File: config.mk
export PLATFORM = sky130hd
export DESIGN_NAME = bha_ctrl
export DESIGN_NICKNAME = d
export VERILOG_FILES = /design/src/rtl/bha_pkg.sv /design/src/rtl/bha_ctrl.sv
export SDC_FILE = /design/constraint.sdc
export NUM_CORES = 1
export LEC_CHECK = 0
export BUFFER_PORTS_ARGS = -buffer_cell sky130_fd_sc_hd__buf_2
export CELL_PAD_IN_SITES_DETAIL_PLACEMENT = 1
export CELL_PAD_IN_SITES_GLOBAL_PLACEMENT = 2
export CORE_AREA = 2 2 39 41
export DETAILED_ROUTE_END_ITERATION = 8
export DIE_AREA = 0 0 41 43
export GPL_TIMING_DRIVEN = 1
export PLACE_DENSITY_LB_ADDON = 0.1
export SETUP_SLACK_MARGIN = 0.2
export SYNTH_ARGS = -nofsm -noshare
export SYNTH_HDL_FRONTEND = slang
export SYNTH_SLANG_ARGS = --single-unit
File: constraint.sdc
create_clock -name clk -period 2.3 [get_ports clk]
set_input_delay 0.345 -clock clk [delete_from_list [all_inputs] [get_ports clk]]
set_output_delay 0.345 -clock clk [all_outputs]
set_load 0.05 [all_outputs]
File: src/rtl/bha_pkg.sv
`timescale 1ns / 1ps
`default_nettype none

package bha_pkg;

  // Region and header geometry defaults.
  localparam int BHA_HEAP_BYTES   = 65536;
  localparam int BHA_HEADER_BYTES = 12;

  // Field widths fixed by the interface.
  localparam int ADDR_W   = 32;
  localparam int ACT_W    = 2;
  localparam int STS_W    = 3;
  localparam int KIND_W   = 2;
  localparam int LEN_W    = 17;
  localparam int TKIND_W  = 2;

  // Rounding of request sizes to 8 bytes, and the zero-fill request bit.
  localparam int ALIGN_MASK    = 7;
  localparam int ZERO_FLAG_BIT = 3;

  // Request actions.
  localparam logic [ACT_W-1:0] ACT_ALLOC   = 2'd0;
  localparam logic [ACT_W-1:0] ACT_FREE    = 2'd1;
  localparam logic [ACT_W-1:0] ACT_REALLOC = 2'd2;
  localparam logic [ACT_W-1:0] ACT_SIZE    = 2'd3;

  // Result status codes.
  localparam logic [STS_W-1:0] STS_OK         = 3'd0;
  localparam logic [STS_W-1:0] STS_NO_SPACE   = 3'd1;
  localparam logic [STS_W-1:0] STS_OUT_RANGE  = 3'd2;
  localparam logic [STS_W-1:0] STS_DOUBLE_FREE = 3'd3;
  localparam logic [STS_W-1:0] STS_BAD_HEADER = 3'd4;
  localparam logic [STS_W-1:0] STS_NULL_PTR   = 3'd5;

  // Move command kinds.
  localparam logic [KIND_W-1:0] MOVE_NONE = 2'd0;
  localparam logic [KIND_W-1:0] MOVE_ZERO = 2'd1;
  localparam logic [KIND_W-1:0] MOVE_COPY = 2'd2;

  // Header tag kinds.
  localparam logic [TKIND_W-1:0] TAG_NONE  = 2'd0;
  localparam logic [TKIND_W-1:0] TAG_LIVE  = 2'd1;
  localparam logic [TKIND_W-1:0] TAG_FREED = 2'd2;

  // Controller to datapath.
  typedef struct packed {
    logic load;    // capture the accepted request
    logic clear;   // write the next entry of the clearing pass
    logic commit;  // apply the decided action and load the result register
    logic wr_old;  // write the freed header of a reallocated block
  } bha_cmd_t;

  // Datapath to controller.
  typedef struct packed {
    logic clear_last;   // clearing pass is at its last entry
    logic out_free;     // result register can take a new transaction
    logic need_second;  // action needs a second tag write
  } bha_sts_t;

endpackage

`default_nettype wire

File: src/rtl/bha_ctrl.sv
`timescale 1ns / 1ps
`default_nettype none

module bha_ctrl
  import bha_pkg::*;
(
  input  wire logic     clk,
  input  wire logic     rst_n,
  input  wire logic     in_valid,
  output logic          in_ready,
  input  wire bha_sts_t sts,
  output bha_cmd_t      cmd
);

  localparam logic [2:0] S_CLEAR = 3'd0;
  localparam logic [2:0] S_IDLE  = 3'd1;
  localparam logic [2:0] S_READ  = 3'd2;
  localparam logic [2:0] S_EXEC  = 3'd3;
  localparam logic [2:0] S_FREE  = 3'd4;

  logic [2:0] state_r;
  logic [2:0] state_nxt;

  always_ff @(posedge clk) begin
    if (!rst_n) begin
      state_r <= S_CLEAR;
    end else begin
      state_r <= state_nxt;
    end
  end

  always_comb begin
    state_nxt  = state_r;
    in_ready   = 1'b0;
    cmd        = '0;
    unique case (state_r)
      S_CLEAR: begin
        cmd.clear = 1'b1;
        if (sts.clear_last) begin
          state_nxt = S_IDLE;
        end
      end
      S_IDLE: begin
        in_ready = 1'b1;
        if (in_valid) begin
          cmd.load  = 1'b1;
          state_nxt = S_READ;
        end
      end
      S_READ: begin
        // The tag read issued here returns at the next edge.
        state_nxt = S_EXEC;
      end
      S_EXEC: begin
        if (sts.out_free) begin
          cmd.commit = 1'b1;
          state_nxt  = sts.need_second ? S_FREE : S_IDLE;
        end
      end
      S_FREE: begin
        cmd.wr_old = 1'b1;
        state_nxt  = S_IDLE;
      end
      default: begin
        state_nxt = S_IDLE;
      end
    endcase
  end

endmodule

`default_nettype wire

After elaboration in Yosys (flattened, before gate mapping):

Index checks and enable logic that the tools add are counted.

* bits in registers: 3
* memory bits (writable): 0
* bits in latches: 0
* bits in read-only memories: 0
* logic and storage cells: 22
* bits of input ports: 6
* memories: 0
* output and inout bits: 5

* div/mod/pow operators: 0
* equal/unequal tests: 7
* shifts and indexed selects: 0
* multiply operators: 0
* add/sub/neg operators: 0
* order comparisons: 0
* mux-type cells: 12
* reductions and logical operators: 2
* bitwise gates (word level): 0

Operators with widths (count)
* $mux W3: 4
* $pmux W3 S4: 1
* $mux W1: 7
* $eq A3 B2 Y1 const B: 2
* $ne A2 B2 Y1 const B: 3
* $eq A3 B1 Y1 const B: 1
* $eq A3 B3 Y1 const B: 1
* $logic_not A3 Y1: 1
* $reduce_and A3 Y1: 1

Longest topological paths before layout:

* depth in word-level cells: 3
* gate-level depth with buffers: 4
* gate-level depth less buffers: 3

Least setup slack after synthesis:

Ideal clock, no wire load.

* kind: register to output
* start point: reg state_r[1]
* end point: out cmd[0] (netlist name)
* data required time: 1955 ps
* setup slack: 394 ps
* data arrival time: 1561 ps
* buffers on the path: 1
* stages on the path, launching flop included: 3
* path through: dfxtp_1 buf_6 nor3b_1

RTL lines
* from (decl): RTL line bha_ctrl.sv:21 `logic [2:0] state_r;`
* from (signal assigned): RTL line bha_ctrl.sv:28 `state_r <= state_nxt;`
* to (decl): RTL line bha_ctrl.sv:12 `output bha_cmd_t cmd`

==> run_results.csv <==
group,metric,value,unit
status,status,"completed",
logic_synthesis,synth-edff-count,0,
floorplanning,fp.dieW,41,microns
logic_synthesis,synth_area_leaders,"dfxtp_1 34%, nor2_1 11%, nor3b_1 8.5%",
cts,post_cts_buffers,0,
cts,clock-sinks,3,
sta,fin_crit,1560,ps
sta,rsz0062_at_grt,"no",
job,maxCapViolCount,0,
sta,hold_viol,0,
hold_path,min_from,"sts[0]",
worst_setup_path,cp_max_fo,7,
logic_synthesis,synth_xor_area_frac,0,
power_and_ir_drop,p_per_area,773,nW/um^2
power_and_ir_drop,comb_power_share,0.240,
floorplanning,start_util,0.127,
sta,setup_violations,0,
hold_path,hp-class,"in2reg",
sta,finalCritPeriodShare,0.679,
sta,finalMaxSlewViolations,0,
logic_synthesis,synth_top_area_frac,0.340,
logic_synthesis,synthMuxAreaShare,0,
logic_synthesis,synthDistinctLibCells,13,
power_and_ir_drop,netSwitchingFraction,0.323,
logic_synthesis,ys_seq_elements,3,
sta,fin_worst_skew,0.0265,ps
logic_synthesis,yosysMostFrequentCell,"nor2_1",
grt,antenna_found_initial,0,
cts,cts_root_buf,"clkbuf_4",
power_and_ir_drop,power.switching,65.4,uW
worst_setup_path,start_kind,"flop",
layout,regMostFlops,"state_r",
floorplanning,io_pins,11,
worst_setup_path,reg2reg_depth,3,
logic_synthesis,avgSynthCellArea,8.02,sq um
routing,first_pass_iters,4,
logic_synthesis,synth_area,176,sq um
logic_synthesis,yosys.area_share.simple,0.475,
logic_synthesis,synth_compound_area_frac,0.0993,
logic_synthesis,synth_fa_ha_area_frac,0,
placed_design,io_buffers,10,
placed_design,dp_hpwl,389,microns
layout,top_regs,"state_r x3",
logic_synthesis,async_flop_share,0,
power_and_ir_drop,p_int,137,uW
cts,numCtsBuffers,3,
cts,path_clk_slew,40,ps
cts,clk_latency,230,ps
layout,syn_to_final_growth,48.2,%
logic_synthesis,syn_inst,22,
cts,cts_tree,"built",
logic_synthesis,synth_top_family_by_area,"simple AND/OR/NAND/NOR gates",
worst_setup_path,critical_path_class,"reg2out",
routing,wl,512,microns
worst_setup_path,worstSetupEndpointType,"primary output",
worst_setup_path,critPathRequiredTime,1960,ps
logic_synthesis,synth_common_cells,"5 x nor2_1, 3 x dfxtp_1, 2 x and3_1, 2 x nand2_1, 2 x nor3b_1",
grt,grt_max_degree,9,
layout,final_layout_size_suffix_gt1_frac,0.400,
floorplanning,die_height,43,microns
logic_synthesis,yosys.area.top_type,"dfxtp_1",
cts,cts_resized,0,
worst_setup_path,r2r_slack,1180,ps
routing,vias,190,
floorplanning,dieArea,1760,sq um
logic_synthesis,yosysWarnings,0,
hold_path,min_path_cells,2,
power_and_ir_drop,ir_drop,104,uV
placed_design,place.gp.congestion,0.659,
routing,drc_errors,0,
hold_path,hold_end,"state_r[2]$_SDFFE_PN0P_",
layout,antenna_cells,0,
logic_synthesis,synth_fp_nets,28,
sta,tns,0,ps
power_and_ir_drop,power.total,202,uW
worst_setup_path,reg2reg_from,"state_r[1]$_SDFFE_PN0P_",
routing,wire_per_inst,10.0,microns
routing,via_per_inst,3.73,
logic_synthesis,ys_seq_area_frac,0.340,
grt,grt_pass1_wl,897,microns
placed_design,dp_cells,47,
cts,h-tree-depth,1,
routing,drt_iter0_markers,4,
worst_setup_path,worstPathArrival,1220,ps
sta,tightest_slew,277,ps
power_and_ir_drop,power.share.sequential,0.303,
routing,drt.antenna.violating_nets,0,
floorplanning,row_count,14,
floorplanning,coreArea,1380,sq um
cts,clockBufferDepth,2,
power_and_ir_drop,p_clk_frac,0.457,
power_and_ir_drop,cellLeakagePower,0.127,nW
worst_setup_path,r2r_end,"state_r[0]$_SDFFE_PN0P_",
layout,final-instance-count-excl-fill,51,
grt,grt.overflow.total,0,
grt,grt_usage,0.0851,
sta,relSlewSlack,0.815,
cts,postCtsHoldBufs,0,
grt,grt_pass1_vias,204,
logic_synthesis,ys.flop_type,"dfxtp_1",
sta,timing.fmax,0.640,GHz
layout,nNetsFinal,42,
layout,largest_reg_flops,3,
routing by layer:
metal  track usage  share of wire  up-vias
li1              -              -       99
met1        0.0924           0.40       86
met2         0.109           0.55        3
met3        0.0157          0.014        2
met4         0.120          0.033        0
met5             0              0        -
worst max path at each step:
stage                                 start      to  slack (ps)  depth (start not counted)
finish              state_r[0]$_SDFFE_PN0P_  cmd[1]         740                          3
global route        state_r[0]$_SDFFE_PN0P_  cmd[1]         600                          3
CTS                 state_r[0]$_SDFFE_PN0P_  cmd[1]         700                          3
detailed placement  state_r[0]$_SDFFE_PN0P_  cmd[1]         950                          3
global placement    state_r[0]$_SDFFE_PN0P_  cmd[1]         950                          3
floorplan           state_r[1]$_SDFFE_PN0P_  cmd[0]         390                          2
worst max-delay path, stage by stage (launching register included):
cell and delay, ps:
dfxtp_1 430, nand2b_1 140, nor2_1 140, buf_2 280
cell usage in the layout (no fill, tap or decap):
cell and instances:
buf_2 10, nor2_1 5, clkbuf_4 3, dfxtp_1 3, nor3b_1 2, nand2_1 2, and3_1 2, nand2b_1 1
nand2b_4 1, nor3_1 1, inv_1 1, a2bb2oi_1 1, nand3_1 1, o31a_1 1, clkbuf_1 1
power by group through the flow:
stage          registers (mW)  logic (mW)  clock network (mW)
4_1_cts                0.0614      0.0491              0.0960
3_5_place_dp           0.0622      0.0489                   0
2_1_floorplan          0.0588      0.0397                   0
5_1_grt                0.0623      0.0528               0.101
6_report               0.0611      0.0485              0.0924
3_3_place_gp           0.0622      0.0487                   0
area by class of cell:
cell class / instances / area, sq um
clock buffers: 4 / 26.3
inverters: 1 / 3.75
flip-flops and latches: 3 / 60.1
well taps: 16 / 20.0
fillers: 170 / 1120
multi-input cells: 17 / 101
repair buffers: 10 / 50.0
through the flow:
step / area [sq um] / utilization / hold WS, ps / worst slack (ps)
floorplan: 176 / - / 450 / 394
global placement: 235 / 0.170 / 500 / 946
CTS: 262 / 0.189 / 360 / 700
detailed placement: 235 / 0.170 / 503 / 954
finish: 262 / 0.189 / 363 / 738
global route: 262 / 0.189 / 378 / 598
logic make-up after synthesis:
group,Yosys count
AOI/OAI and AO/OA,2
buffers and inverters,2
DFF,3
and+or+nand+nor,15
No activity file was read; power rests on OpenSTA's default activity.
